`config.mk`:
```
export PLATFORM = sky130hd
export DESIGN_NAME = ter_div
export DESIGN_NICKNAME = d
export VERILOG_FILES = /design/src/rtl/core/ter_pkg.sv /design/src/rtl/core/ter_div.sv
export SDC_FILE = /design/constraint.sdc
export NUM_CORES = 1
export LEC_CHECK = 0
export CORE_MARGIN = 1
export CORE_UTILIZATION = 55
export DETAILED_ROUTE_END_ITERATION = 8
export DONT_BUFFER_PORTS = 1
export PLACE_DENSITY = 0.66
export SETUP_SLACK_MARGIN = 0.1
export SYNTH_ARGS = -nofsm -noshare
export SYNTH_HDL_FRONTEND = slang
export SYNTH_SLANG_ARGS = --single-unit
```
`constraint.sdc`:
```
create_clock -name clk -period 7.7 [get_ports clk]
set_input_delay 0.385 -clock clk [delete_from_list [all_inputs] [get_ports clk]]
set_output_delay 0.385 -clock clk [all_outputs]
set_load 0.01 [all_outputs]
```
`src/rtl/core/ter_pkg.sv`:
```
// Shared constants for the timestamped ring expiry emitter.
// Used by the expiry cell, the divider and the top level; no dependencies.
`default_nettype none

package ter_pkg;

	localparam int CAPACITY_DEF = 256;

	localparam int TIME_W    = 32;
	localparam int ELAPSED_W = 20;
	localparam int PERIOD_W  = 24;
	// accumulator after adding elapsed stays at or below period + 2^20 < 2^25
	localparam int ACC_W     = 25;

	localparam int DATA_W = 32;
	localparam int ADDR_W = 3;

	localparam logic [TIME_W-1:0]   LIFETIME_RST = 32'd5000000;
	localparam logic [PERIOD_W-1:0] PERIOD_RST   = 24'd10000;

	// register indexes, taken from paddr[2]
	localparam logic [0:0] REG_LIFETIME = 1'b0;
	localparam logic [0:0] REG_PERIOD   = 1'b1;

endpackage

`default_nettype wire

```
`src/rtl/core/ter_div.sv`:
```
// Restoring divider, one quotient bit per cycle, for whole emit periods.
// Depends on ter_pkg for the accumulator and period widths.
`default_nettype none

module ter_div #(
	parameter int NW = ter_pkg::ACC_W,
	parameter int DW = ter_pkg::PERIOD_W,
	localparam int SW = $clog2(NW)
) (
	input  wire logic          clk,
	input  wire logic          arst_n,
	input  wire logic          start,
	input  wire logic [NW-1:0] dividend,
	input  wire logic [DW-1:0] divisor,
	output logic               busy,
	output logic [NW-1:0]      quotient,
	output logic [DW-1:0]      remainder
);

	logic          busy_q;
	logic [SW-1:0] step_q;
	logic [NW-1:0] quo_q;
	logic [DW-1:0] rem_q;
	logic [DW:0]   trial;
	logic          ge;

	always_comb begin
		trial = {rem_q, quo_q[NW-1]};
		ge    = trial >= {1'b0, divisor};
	end

	always_ff @(posedge clk or negedge arst_n) begin
		if (!arst_n) begin
			busy_q <= 1'b0;
			step_q <= '0;
		end else if (start) begin
			busy_q <= 1'b1;
			step_q <= '0;
		end else if (busy_q) begin
			step_q <= step_q + SW'(1);
			if (step_q == SW'(NW - 1)) begin
				busy_q <= 1'b0;
			end
		end
	end

	always_ff @(posedge clk) begin
		if (start) begin
			quo_q <= dividend;
			rem_q <= '0;
		end else if (busy_q) begin
			// partial remainder stays below divisor, so DW bits hold it
			rem_q <= ge ? DW'(trial - {1'b0, divisor}) : trial[DW-1:0];
			quo_q <= {quo_q[NW-2:0], ge};
		end
	end

	assign busy      = busy_q;
	assign quotient  = quo_q;
	assign remainder = rem_q;

endmodule

`default_nettype wire

```
==> metrics.txt <==
# IOs=102; met3 usage=0.0438; Finished Layout Cells=482; Global Route Usage Sum=0.228; clock latency on the worst-skew pair=0.31 ns; Post-Synth XOR/XNOR Area=0.0415; Final WS setup=4.41 ns; VDD IR max=0.0962 mV; Die ar.=7240 um^2; Max Freq=304 MHz; CTS Buf Count=5; Slew Limit Fails=0; syn nets=492; CTS resizes=0; core area=6490 um^2; Root Driver=clkbuf_8; post-CTS setup buffer count=0; EDFF count, synth=25; ANT cells=0; Worst-path clk slew=0.10 ns; largest net degree at the start of global routing=59; r2r worst-path depth=12; total instance count after detailed placement=473; GR Util met2=0.359; Initial Util=0.585; dpl ws=4.44 ns; Seq/Total Area, Yosys=0.364; Hold Path Class=input port to flip-flop; DRC violations left=0; Period minus WS final=3.29 ns; drt first pass iters=5; Area growth, synth to finish=3.16%; Post-Syn Area per Cell=9.20 um^2; # clock sinks=55; post-DP HPWL=5.73 mm; crit path DAT=3.51 ns; CP endpoint=remainder[22]; RSZ-0062 raised after global routing=false; mapped cell area=3800 um^2; Crit path required time=7.92 ns; Routed Antenna Nets=0; DRT iter0 DRCs=148; CP Class=flip-flop to flip-flop; Synth Area in Simple Gates=0.174; final period utilization=0.427; Synth area leaders=edfxtp_1 (20%), dfxtp_1 (13%), ha_1 (8.6%), mux2_2 (7.4%), nand2_1 (4.7%); max cap viols=0; CP startpoint kind=flip-flop; initial antenna violation count=0; Ys Warns=0; main combinational cell family by area after synthesis=compound AO/OA/AOI/OAI gates; Setup crit end kind=flip-flop; gr ovfl total=0; GR peak layer=met2; via count=2979; WHS=0.137 ns; grt met1 use=0.322; first-pass GRT wire length=13.4 mm; CP max FO=3; final setup violation count=0; Synth Area in Compound Gates=0.191; Synth area leader=edfxtp_1; GP Congestion=0.854; endpoints failing hold=0; number of I/O port buffers=0; drt total wl=8.14 mm; register bit count reported by yosys=55; Final TNS setup=0 ns; Via density=6.18; Avg WL per Cell=16.9 um; Final nets=483; die height=85.1 um; RR Endpoint=remainder[22]; power density over the cells=147 nW/um^2; R2R Path Start=quotient[24]; clock skew=0.00660 ns; synthesized-area fraction occupied by adder cells=0.0909; Post-DP Area=3820 um^2; asr flop ratio synth=0.109; fraction of final layout cells sized beyond drive strength 1=0.126; Synth top area share=0.198; critical path launch point=quotient[24]; Cells after Synth=413; status=completed; r2r setup slk=4.41 ns; CTS tree=done; Leakage=1.58 nW; vias in the first global route=2723; hold_buf cts=1; num rows=29; Max clock buf depth=2; fin area=3920 um^2; H-tree depth=2; slew margin rel.=0.346; Die X=85.1 um; Synth cell types=71; Worst-Margin Slew=0.981 ns; ys flop type=edfxtp_1; multiplexer area fraction after synthesis=0.0860
## layer usage
layer  vias up  share of wire
li1       1501              -
met1      1394           0.49
met2        76           0.46
met3         8          0.045
met4         0          0.013
met5         -              0
## area by class of cell
| type | instances | area, um^2 |
|---|---|---|
| well taps | 77 | 96.3 |
| clock buffers | 6 | 72.6 |
| flip-flops and latches | 55 | 1380 |
| multi-input cells | 308 | 2220 |
| fillers | 581 | 2580 |
| inverters | 33 | 124 |
| clock inverters | 2 | 17.5 |
| repair buffers | 1 | 10.0 |
## where the power goes
| group | internal (mW) | switching [mW] |
|---|---|---|
| registers | 0.325 | 0.0195 |
| logic | 0.0336 | 0.0338 |
| clock network | 0.0657 | 0.0991 |
## cell families (layout without fill, tap and decap cells)
logic type	count (synthesis)	after routing
and+or+nand+nor	138	138
AOI/OAI and AO/OA	96	96
DFF	55	55
buffers and inverters	50	42
muxes	29	29
adders and majority gates	27	27
xor gates and xnor gates	18	18
## Yosys cell counts, types with 2 or more instances
cell type	instances
nand2_1	48
nor2_1	42
inv_1	33
ha_1	26
edfxtp_1	25
mux2_2	25
dfxtp_1	24
a311oi_1	18
a21oi_1	16
xnor2_1	13
o21ai_0	12
clkbuf_1	11
nand3_1	8
a211oi_1	6
a21o_1	6
dfrtp_1	6
nand4_1	6
nand2b_1	5
o21a_1	5
xor2_1	5
nor3_1	4
a31oi_1	3
mux2i_1	3
nor2b_1	3
o21bai_1	3
o31ai_1	3
o41ai_1	3
or3_1	3
and2_1	2
buf_1	2
buf_2	2
o211ai_1	2
o21ai_1	2
## critical path, cell delays in order (launching register included)
cell       delay (ns)
edfxtp_1         0.48
inv_1            0.09
ha_1             0.16
inv_1            0.05
fa_1             0.42
a211oi_2         0.32
o21ai_1          0.11
a21oi_1          0.27
o21bai_1         0.16
a2111oi_0        0.47
o32ai_1          0.17
and3_1           0.21
o41ai_2          0.29
## placed cells by master (no fill, tap or decap), drive strengths merged, types with 2 or more instances in the layout
cell type	netlist	final
o21ai	15	15
xor2	5	5
mux2	26	26
edfxtp	25	25
ha	26	26
nand2	49	49
inv	33	33
nand3	8	8
or4b	2	2
xnor2	13	13
nor2b	3	3
nand4	7	7
o31ai	4	4
nor4	2	2
a21o	6	6
o41ai	4	4
o211ai	2	2
a311oi	18	18
nand2b	5	5
a2111oi	2	2
mux2i	3	3
o32ai	2	2
dfrtp	6	6
o21bai	3	3
clkinv	0	2
a31oi	3	3
and2	3	3
o21a	5	5
a21oi	17	17
nor2	44	44
or3	3	3
nor3	4	4
and3	2	2
clkbuf	11	6
dfxtp	24	24
a211oi	7	7
## through the flow
step                utilization  power (mW)
floorplan                     -       0.407
global placement          0.588       0.415
detailed placement        0.588       0.417
CTS                       0.603       0.584
global route              0.603       0.601
finish                    0.603       0.576
## registers in the layout, summed over array words and instances, names as in the netlist
register	count
remainder	24
busy	1
quotient	25
step_q	5
## worst min path at each step
stage               slack (ns)   start  cells past startpoint        end
finish                    0.14   start                      1  step_q[3]
CTS                       0.12   start                      1  step_q[4]
global placement          0.09  arst_n                      0  step_q[2]
floorplan                 0.09  arst_n                      0       busy
global route              0.12   start                      1  step_q[4]
detailed placement        0.09  arst_n                      0  step_q[2]
Power figures use the tool's default switching activity.
