===== src/rtl/core/ter_pkg.sv =====
// Shared constants for the timestamped ring expiry emitter.
// Used by the expiry cell, the divider and the top level; no dependencies.
`default_nettype none

package ter_pkg;

	localparam int CAPACITY_DEF = 256;

	localparam int TIME_W    = 32;
	localparam int ELAPSED_W = 20;
	localparam int PERIOD_W  = 24;
	// accumulator after adding elapsed stays at or below period + 2^20 < 2^25
	localparam int ACC_W     = 25;

	localparam int DATA_W = 32;
	localparam int ADDR_W = 3;

	localparam logic [TIME_W-1:0]   LIFETIME_RST = 32'd5000000;
	localparam logic [PERIOD_W-1:0] PERIOD_RST   = 24'd10000;

	// register indexes, taken from paddr[2]
	localparam logic [0:0] REG_LIFETIME = 1'b0;
	localparam logic [0:0] REG_PERIOD   = 1'b1;

endpackage

`default_nettype wire


===== src/rtl/core/ter_cell.sv =====
// One ring slot: holds a stamp, tests it for expiry as the count wave passes.
// Depends on ter_pkg for time widths.
`default_nettype none

module ter_cell #(
	parameter int CAPACITY = ter_pkg::CAPACITY_DEF,
	parameter int IDX = 0,
	localparam int IW = $clog2(CAPACITY),
	localparam int CW = $clog2(CAPACITY + 1)
) (
	input  wire logic                      clk,
	input  wire logic                      arst_n,
	input  wire logic [ter_pkg::TIME_W-1:0] now,
	input  wire logic [ter_pkg::TIME_W-1:0] lifetime,
	input  wire logic [IW-1:0]             head,
	input  wire logic [CW-1:0]             live,
	input  wire logic [IW-1:0]             tail,
	input  wire logic [CW-1:0]             wcount,
	input  wire logic                      wr_en,
	input  wire logic                      tok_in,
	input  wire logic [CW-1:0]             cnt_in,
	output logic                           tok_out,
	output logic [CW-1:0]                  cnt_out
);

	localparam logic [CW-1:0] POS  = CW'(IDX);
	localparam logic [CW-1:0] CAPV = CW'(CAPACITY);

	logic [ter_pkg::TIME_W-1:0] stamp_q;
	logic                       tok_q;
	logic [CW-1:0]              cnt_q;
	logic [CW-1:0]              hd, tl, off_live, off_wr;
	logic [ter_pkg::TIME_W-1:0] age;
	logic                       hit;

	always_comb begin
		hd = CW'(head);
		tl = CW'(tail);
		// distance from head and from tail, modulo the ring size
		off_live = (POS >= hd) ? POS - hd : POS + CAPV - hd;
		off_wr   = (POS >= tl) ? POS - tl : POS + CAPV - tl;
		age = now - stamp_q;
		hit = (off_live < live) && (age >= lifetime);
	end

	always_ff @(posedge clk or negedge arst_n) begin
		if (!arst_n) begin
			tok_q <= 1'b0;
			cnt_q <= '0;
		end else begin
			tok_q <= tok_in;
			if (tok_in) begin
				cnt_q <= cnt_in + CW'(hit);
			end
		end
	end

	always_ff @(posedge clk) begin
		if (wr_en && (off_wr < wcount)) begin
			stamp_q <= now;
		end
	end

	assign tok_out = tok_q;
	assign cnt_out = cnt_q;

endmodule

`default_nettype wire


===== config.mk =====
export PLATFORM = sky130hd
export DESIGN_NAME = ter_cell
export DESIGN_NICKNAME = d
export VERILOG_FILES = /design/src/rtl/core/ter_pkg.sv /design/src/rtl/core/ter_cell.sv
export SDC_FILE = /design/constraint.sdc
export NUM_CORES = 1
export LEC_CHECK = 0
export ABC_AREA = 1
export ABC_CLOCK_PERIOD_IN_PS = 8750
export BUFFER_PORTS_ARGS = -buffer_cell sky130_fd_sc_hd__buf_4
export CELL_PAD_IN_SITES_DETAIL_PLACEMENT = 2
export CELL_PAD_IN_SITES_GLOBAL_PLACEMENT = 2
export CORE_MARGIN = 4
export CORE_UTILIZATION = 32
export DETAILED_ROUTE_END_ITERATION = 6
export PLACE_DENSITY = 0.95
export SYNTH_ARGS = -nofsm -noshare
export SYNTH_HDL_FRONTEND = slang
export SYNTH_SLANG_ARGS = --single-unit

===== constraint.sdc =====
create_clock -name clk -period 8.75 [get_ports clk]
set_input_delay 1.3125 -clock clk [delete_from_list [all_inputs] [get_ports clk]]
set_output_delay 1.3125 -clock clk [all_outputs]
set_load 0.02 [all_outputs]

==> metrics.txt, run 1 <==
top layer reached by signal wires met4; CTS tree yes; Post-CTS Setup Repair Bufs 0; Buf/Inv on CP 4; Mapped Cells 862; Core Box Area 16,700 sq um; # H-tree levels 2; Commonest cells post-synth nand2_1 (287), inv_1 (215), ha_1 (83); Synth Net Count 1,057; Initial DRC Count 153; Clock Sinks 42; Final TNS setup 0 ns; mapped cell area 5490 sq um; Crit path top cell by count nand2_1; largest area contributor in the netlist nand2_1; Total GRT Usage 21.8%; largest net degree at the start of global routing 33; I/O pin count 121; CP Capture Type flip-flop; met1 wire length 9.13 mm; wire length on met2 10.4 mm; Synth Area per Inst 6.37 sq um; vias per inst 4.79; distinct cell type count of the synthesized netlist 31; post-synthesis compound-gate area fraction 6.56%; period utilisation layout 60.8%; DRT antenna net count 0; Fin Clk Skew 0.00653 ns; Overflow after GRT 0; CP max stage delay 0.44 ns; Post-synth top flop edfxtp_1; ratio of cells with drive above 1 in the final layout 15.3%; max-slew violations 0; endpoints failing setup 0; yosys warns 0; hpwl dp ~18 mm; Reg clk slew, reported paths 0.07 ns; critical path's top delay family simple AND/OR/NAND/NOR gates; Post-synth EDFFs 32; initial core utilization about a third; Synth Area in Adders about 19%; Clock Latency Late Sink 0.30 ns; Max FO, Critical Path 6; Power Total slightly above 1 mW; pin slew with the least headroom to its limit 1.01 ns; Final Wtd Congestion about 0.85; Seq cells post-synth 42; die area 19,300 sq um; maximum VDD drop 0.0673 mV; Port Buf Inserts 120; sequential area share after synthesis 22.1%; Std-Cell Rows 47; slowest CP cell fa_1; Final Hold Fails 0; final core occ 40.8%; status finished, final reports clean; via count 5,787; Req. time, crit path between 8 and 9 ns; Antenna diodes 0; worst hold path class flip-flop to flip-flop; largest family of logic cells by synthesized area simple AND/OR/NAND/NOR gates; fmax 0.188 GHz; mux contribution to synthesized area 0%; Final min period around 5.3 ns; cell area power density between 100 and 150 nW/um^2; Worst EP arrival 5.53 ns; ys async rst share 23.8%; wire per inst 17.1 um; die height 139 um; die width 139 um; Hold-fix buffers, CTS 0; Slew HR 32.8%; DR pass1 iterations 4; critical path class input pin to flip-flop; max_cap viols 0; post-synthesis simple-gate area fraction 31.7%; residual DRC count 0; Post-Synth XOR/XNOR Area 5.43%; CTS-repair resized insts 0; CP startpoint kind input pin; Final nets 1,183; Longest Clk Path Bufs 2; Static Leak 4.10 nW; vias in the first global route between 6,000 and 7,000; TritonCTS Buffers 5; area grow syn2layout 24.2%; RSZ-0062 raised after global routing no; Post-Route WL 20.7 mm; synth top area cells nand2_1 (20%), ha_1 (19%), edfxtp_1 (18%); initial antenna violation count 0; first-pass GRT wire length approximately 35 mm; top-area cell type share of the netlist area 19.6%; most frequent cell after synthesis nand2_1; DR WL met3 802 um; Root Buffer clkbuf_16
==> placed cells by master (no fill, tap or decap) <==
| cell type | instances |
|---|---|
| ha_1 | 83 |
| clkbuf_8 | 1 |
| o21bai_1 | 6 |
| inv_2 | 3 |
| o21ai_0 | 9 |
| o2111ai_1 | 2 |
| nand2_1 | 287 |
| inv_1 | 215 |
| xnor2_1 | 11 |
| buf_4 | 120 |
| clkbuf_16 | 5 |
| clkbuf_1 | 1 |
| nor3b_2 | 1 |
| nor4_1 | 2 |
| nor3_1 | 8 |
| edfxtp_1 | 32 |
| nor2_4 | 2 |
| o21a_1 | 1 |
| clkinv_2 | 1 |
| nand2_2 | 12 |
| nand3b_1 | 3 |
| nand2_4 | 1 |
| and3_1 | 2 |
| nor2_2 | 3 |
| xor2_1 | 23 |
| a21oi_1 | 43 |
| nor4_4 | 1 |
| a21o_1 | 3 |
| nand3_1 | 37 |
| fa_1 | 1 |
| nand3_2 | 1 |
| o31ai_1 | 1 |
| nor2_1 | 55 |
| nand4_1 | 3 |
| dfrtp_1 | 10 |
==> where the power goes <==
part | leakage (nW) | internal [mW] | switching [mW]
sequential | 0.429 | 0.242 | 0.00959
clock | 0.0739 | 0.114 | 0.0863
combinational | 3.59 | 0.207 | 0.361
total | 4.10 | 0.563 | 0.457
==> routing by layer <==
layer	GRT usage (%)	vias to the layer above
met5	0	-
met4	5.30	0
met3	3.41	27
met2	39.9	121
met1	26.8	2759
li1	-	2880
==> logic make-up (layout without fill, tap and decap cells) <==
kind of cell | after synthesis | after routing
and+or+nand+nor | 418 | 418
DFF | 42 | 42
xor gates and xnor gates | 34 | 34
buffers and inverters | 219 | 346
AOI/OAI and AO/OA | 65 | 65
adders and majority gates | 84 | 84
==> registers in the layout (all words and copies together) (netlist names) <==
name     cells
cnt_out      9
tok_out      1
stamp_q     32
==> path summary, 6_finish.rpt <==
check | startpoint | endpoint | slack [ns] | cells after the start
min reg2reg | cnt_out[5] | cnt_out[5] | 0.51 | 2
min | cnt_out[5] | cnt_out[5] | 0.51 | 2
min in group asynchronous | arst_n | cnt_out[5] | 0.83 | 1
max reg2reg | stamp_q[0] | cnt_out[8] | 4.28 | 31
max in group asynchronous | arst_n | cnt_out[7] | 7.77 | 1
max | now[0] | cnt_out[8] | 3.43 | 33
==> layout make-up <==
type / count / area [sq um]
inverter: 218 / 818
tap: 220 / 275
clock buffer: 7 / 143
sequential: 42 / 1210
clock inverter: 1 / 5.00
timing repair buffer: 120 / 901
multi-input combinational: 601 / 3460
fill: 2116 / 9880
==> through the flow <==
| stage | worst slack [ns] | area [sq um] | std cells | hold slack (ns) |
|---|---|---|---|---|
| CTS | 3.37 | 6820 | 1209 | 0.506 |
| floorplan | 4.08 | 5490 | 862 | 0.584 |
| detailed placement | 3.12 | 6670 | 1201 | 0.489 |
| global route | 2.88 | 6820 | 1209 | 0.544 |
| finish | 3.43 | 6820 | 1209 | 0.506 |
| global placement | 3.57 | 6670 | 1201 | 0.468 |
==> tightest hold or removal path, delay by kind of cell, from the launching register on <==
kind	cells	cell delay, ns
AND/OR/NAND/NOR	1	0.06
flip-flops	1	0.35
AO/OA/AOI/OAI	1	0.06
(Power assumes the default switching activity.)
==> run 2: changes to the inputs <==
Settings changed: ABC_CLOCK_PERIOD_IN_PS 8750 to 5000, CORE_UTILIZATION 32 to 30, PLACE_DENSITY 0.95 to 0.94.
Clock period 8.75 ns to 5 ns, I/O delays scaled along.
==> run 2 against run 1 <==
Compared with the run above:
- routed wire length is 1.5% higher
- die area is 6.3% higher
- first-iteration DRC count is 28% higher
- final area is 1.4% higher
- non-clock buffer count is 3 higher
- clock-buffer cell count is 1 lower
- sequential share of layout area is 0.24 points lower
- sequential power is 75% higher
- clock skew is 0.0076 ns higher
- global-route usage is 1.3 points lower
==> metrics.txt, run 2 (synthesis results as in run 1) <==
Clock Latency Late Sink 0.31 ns (about the same); Post-Route WL 21.0 mm (+1.5%); Core Box Area 18,000 sq um (+7.6%); CP startpoint kind input pin; RSZ-0062 raised after global routing no; CP Capture Type flip-flop; first-pass GRT wire length 33.3 mm (-3.7%); vias in the first global route 6,600 (-3.8%); final core occ 38.5% (-2.4 points); fmax about 0.21 GHz; Final Wtd Congestion 0.881 (+4.2%); hpwl dp 18.0 mm (-0.86%); CP max stage delay 0.37 ns (-0.07 ns); largest net degree at the start of global routing 20 (-39%); TritonCTS Buffers 5 (unchanged); residual DRC count 0 (unchanged); Std-Cell Rows 49 (+4.3%); Initial DRC Count 196 (+28%); Overflow after GRT 0 (unchanged); critical path class input pin to flip-flop; Crit path top cell by count nand2_1; worst hold path class input pin to async pin; Req. time, crit path 5.18 ns (-3.78 ns); Total GRT Usage 20.5% (-1.3 points); Max FO, Critical Path 5 (-1); Most flops, register stamp_q; initial core utilization 30.6% (-2.3 points); Longest Clk Path Bufs 2 (unchanged); vias per inst 4.75 (-0.74%); pre-CTS setup slack -0.206 ns (-3.33 ns); DRT antenna net count 0 (unchanged); cell area power density 272 nW/um^2 (+82%); Hold-fix buffers, CTS 0 (unchanged); commonest cells after routing, fill and taps aside nand2_1 (287), inv_1 (215), buf_4 (123); Final Hold Fails 0 (unchanged); Final WS setup 0.336 ns (-3.10 ns); # H-tree levels 2 (unchanged); Worst EP arrival 4.84 ns (-0.69 ns); max-slew violations 0 (unchanged); die area 20,500 sq um (+6.3%); Port Buf Inserts 120 (unchanged); Reg clk slew, reported paths 0.08 ns (about the same); Final TNS setup 0 ns (unchanged); initial antenna violation count 0 (unchanged); DR pass1 iterations 4 (unchanged); wire per inst 17.2 um (+0.53%); Fin Clk Skew 0.0141 ns (+0.00761 ns); ratio of cells with drive above 1 in the final layout 16.2% (+0.96 points); Slew HR 68.6% (+36 points); Root Buffer clkbuf_16; max_cap viols 0 (unchanged); via count 5,801 (+0.24%); number of flip-flops in the largest register 32 (unchanged); status finished, final reports clean; I/O pin count 121 (unchanged); die width 143 um (+3.1%); Final min period ~4.7 ns; area grow syn2layout 25.9%; commonest non-fill, non-tap cell in the layout nand2_1; die height 143 um (+3.1%); hold_ws 0.273 ns (-0.233 ns); period utilisation layout 93.3%; Final nets 1,186 (+0.25%); CTS tree yes; endpoints failing setup 0 (unchanged); slowest CP cell fa_2; pin slew with the least headroom to its limit 0.471 ns (-0.535 ns); Clock Sinks 42 (unchanged); R2R cell count 27 (-13%); Antenna diodes 0 (unchanged); maximum VDD drop 0.124 mV (+84%); Static Leak 4.13 nW (+0.77%)
[run 2: layout make-up]
cell class / count / area, sq um
clock inverter: 2 / 38.8
inverter: 218 / 818
clock buffer: 6 / 150
sequential: 42 / 1210
tap: 229 / 287
timing repair buffer: 123 / 923
multi-input combinational: 601 / 3480
fill: 2242 / 11100
[run 2: through the flow]
step                      total power, mW  cell area [sq um]  instances
after floorplan                      1.06               5490        862
after global routing                 2.03               6910       1221
after detailed placement             1.43               6690       1211
after global placement               1.35               6690       1211
final                                1.88               6910       1221
after CTS                            1.89               6880       1219
[run 2: per-layer routing]
metal  wire, um  up-vias  GRT usage, %
met3        596       19          2.31
met5          0        -             0
met1       8930     2818          24.8
met2      11100       72          38.4
li1           -     2892             -
met4        408        0          5.05
[run 2: worst max-delay path, delay by kind of cell]
kind	cells	cell delay, ns
compound gates	3	0.46
buf+inv	6	0.63
simple gates	13	1.56
xor+xnor	2	0.26
fa+ha+maj	5	1.17
[run 2: power breakdown]
group          leakage [nW]  internal, mW  switching [mW]
Sequential            0.429         0.423          0.0183
Combinational          3.61         0.369           0.634
Clock                0.0922         0.268           0.171
[run 2: timing repair]
item | in CTS | in global routing
setup endpoints to repair | 0 | 3
resized for setup | 0 | 6
buffers inserted | 0 | 2
[run 2: final timing paths]
path	startpoint	endpoint	slack (ns)
setup reg to reg	stamp_q[0]	cnt_out[8]	0.59
min in group clk	cnt_out[7]	cnt_out[7]	0.49
setup / recovery	now[0]	cnt_out[8]	0.34
hold / removal	arst_n	cnt_out[7]	0.27
max in group asynchronous	arst_n	cnt_out[2]	4.56
hold reg to reg	cnt_out[7]	cnt_out[7]	0.49
==> run 3: changes to the inputs <==
Settings changed: BUFFER_PORTS_ARGS -buffer_cell sky130_fd_sc_hd__buf_4 to unset, CORE_UTILIZATION 30 to 35, DONT_BUFFER_PORTS set to 1, PLACE_DENSITY 0.94 to 0.93.
==> run 3 against run 2 <==
Compared with the run above:
- clock-buffer cell count decreased by 1
- via count decreased by 6.7%
- first-iteration DRC count decreased by 24%
- final area decreased by 14%
- non-clock buffer count decreased by 123
- power decreased by 9.7%
- critical path depth increased by 3
- sequential share of layout area increased by 2.9 points
- clock power decreased by 15%
- setup slack improved by 0.14 ns
- critical endpoint unchanged
- largest power group unchanged
- highest routed layer unchanged
==> metrics.txt, run 3 (synthesis results as in run 1) <==
CP max stage delay 0.43 ns (+0.06 ns); Slew HR 31.1% (-38 points); fmax 0.221 GHz (+3.1%); CTS tree yes; Final nets 1,063 (-10%); M3 GR Usage 5.70% (+3.4 points); Worst R2R Start stamp_q[0]; period utilisation layout 90.5% (-2.8 points); die height 133 um (-7.0%); Static Leak 3.52 nW (-15%); met2 usage 40.2% (+1.8 points); fillcell total 1,941 (-13%); Longest Clk Path Bufs 2 (unchanged); Core Box Area 15,300 sq um (-15%); placed cells 1,072 (-11%); Overflow after GRT 0 (unchanged); Seq pwr share 26.8% (+3.4 points); cell area power density 287 nW/um^2 (+5.3%); Final TNS setup 0 ns (unchanged); status finished, final reports clean; FF-to-FF setup slack 0.61 ns (+0.02 ns); crit path launch now[0]; Total GRT Usage 22.3% (+1.8 points); Port Buf Inserts 0 (-100%); Req. time, crit path 5.25 ns (+0.07 ns); Crit path top cell by count nand2_1; maximum VDD drop 0.148 mV (+19%); I/O pin count 121 (unchanged); max-slew violations 0 (unchanged); Clock Latency Late Sink 0.32 ns (about the same); ratio of cells with drive above 1 in the final layout 3.80% (-12 points); Most flops, register stamp_q; CP Capture Type flip-flop; Final Hold Fails 0 (unchanged); Sw Ratio 46.4% (+2.7 points); CP startpoint kind input pin; vias in the first global route 6,244 (-5.4%); max_cap viols 0 (unchanged); Final min period 4.52 ns (-0.141 ns); Std-Cell Rows 45 (-8.2%); clock network fraction of design power 21.8% (-1.5 points); fin cells 1,080 (-12%); Buf/Inv on CP 3 (-3); vias per inst 5.01 (+5.5%); Worst EP arrival 4.77 ns (-0.07 ns); largest net degree at the start of global routing 33 (+65%); commonest non-fill, non-tap cell in the layout nand2_1; initial core utilization 36.0% (+5.4 points); critical path's top delay family simple AND/OR/NAND/NOR gates; via count 5,415 (-6.7%); Final Wtd Congestion 0.883 (+0.22%); Post-Route WL 19.5 mm (-7.3%); commonest cells after routing, fill and taps aside nand2_1 (287), inv_1 (215), ha_1 (83); Placed Area 5760 sq um (-14%); Max FO, Critical Path 6 (+1); Initial DRC Count 149 (-24%); Fin Clk Skew 0.00803 ns (-0.00612 ns); Psw 0.788 mW (-4.2%); wire per inst 18.1 um (+4.9%); cell area after layout 5920 sq um (-14%); R2R cell count 31 (+15%); Antenna diodes 0 (unchanged); critical path class input pin to flip-flop; combinational power share 51.4% (-1.9 points); pin slew with the least headroom to its limit 1.03 ns (+0.561 ns); initial antenna violation count 0 (unchanged); number of flip-flops in the largest register 32 (unchanged); DR pass1 iterations 4 (unchanged); hpwl dp 16.3 mm (-9.6%); worst reg2reg endpoint cnt_out[8]; Clock Sinks 42 (unchanged); endpoints failing setup 0 (unchanged); TritonCTS Buffers 5 (unchanged); area grow syn2layout 7.91%; busiest grt layer met2; grt met1 use 25.6% (+0.72 points); slowest CP cell fa_1; die width 133 um (-7.0%); Int Pwr 0.912 mW (-14%); # H-tree levels 2 (unchanged); Root Buffer clkbuf_16; RSZ-0062 raised after global routing no; first-pass GRT wire length 31.5 mm (-5.3%); worst hold path class input pin to async pin; residual DRC count 0 (unchanged); Reg clk slew, reported paths 0.07 ns (about the same); die area 17,800 sq um (-14%); DRT antenna net count 0 (unchanged)
run 3: metrics by stage:
stage / power (mW) / util, % / setup WS [ns] / hold WS, ns
global route: 1.84 / 38.8 / 0.00223 / 0.103
detailed placement: 1.32 / 37.7 / 0.181 / 0.455
CTS: 1.72 / 38.7 / 0.362 / 0.102
global placement: 1.25 / 37.7 / 0.482 / 0.455
floorplan: 1.06 / - / 0.897 / 0.454
finish: 1.70 / 38.8 / 0.477 / 0.111
run 3: worst max path at each step:
| stage | to | slack (ns) | cells past startpoint |
|---|---|---|---|
| 2_1_floorplan | cnt_out[8] | 0.90 | 32 |
| 3_3_place_gp | cnt_out[8] | 0.48 | 32 |
| 3_5_place_dp | cnt_out[8] | 0.18 | 32 |
| 4_1_cts | cnt_out[8] | 0.36 | 32 |
| 5_1_grt | cnt_out[8] | 0.002 | 32 |
| 6_report | cnt_out[8] | 0.48 | 32 |
run 3: layout make-up:
type	instances	area, sq um	area share (%)
Inverter	218	818	13.8
Clock buffer	5	125	2.11
Clock inverter	3	28.8	0.486
Tap cell	211	264	4.46
Sequential cell	42	1210	20.4
Multi-Input combinational cell	601	3480	58.7
run 3: power by group through the flow:
stage	Clock, mW	Combinational [mW]	Sequential [mW]
floorplan	0	0.600	0.455
global placement	0	0.789	0.460
detailed placement	0	0.854	0.463
CTS	0.383	0.878	0.456
global route	0.390	0.993	0.460
finish	0.371	0.874	0.455
run 3: routing by layer:
layer,vias up,share of wire (%)
li1,2649,-
met1,2603,42
met2,133,50
met3,30,6.0
met4,0,2.0
met5,-,0
run 3: timing repair:
item / 4_1_cts / 5_1_grt
setup buffers: 0 / 0
hold buffers: 0 / 0
setup endpoints to repair: 0 / 1
resized for setup: 0 / 2
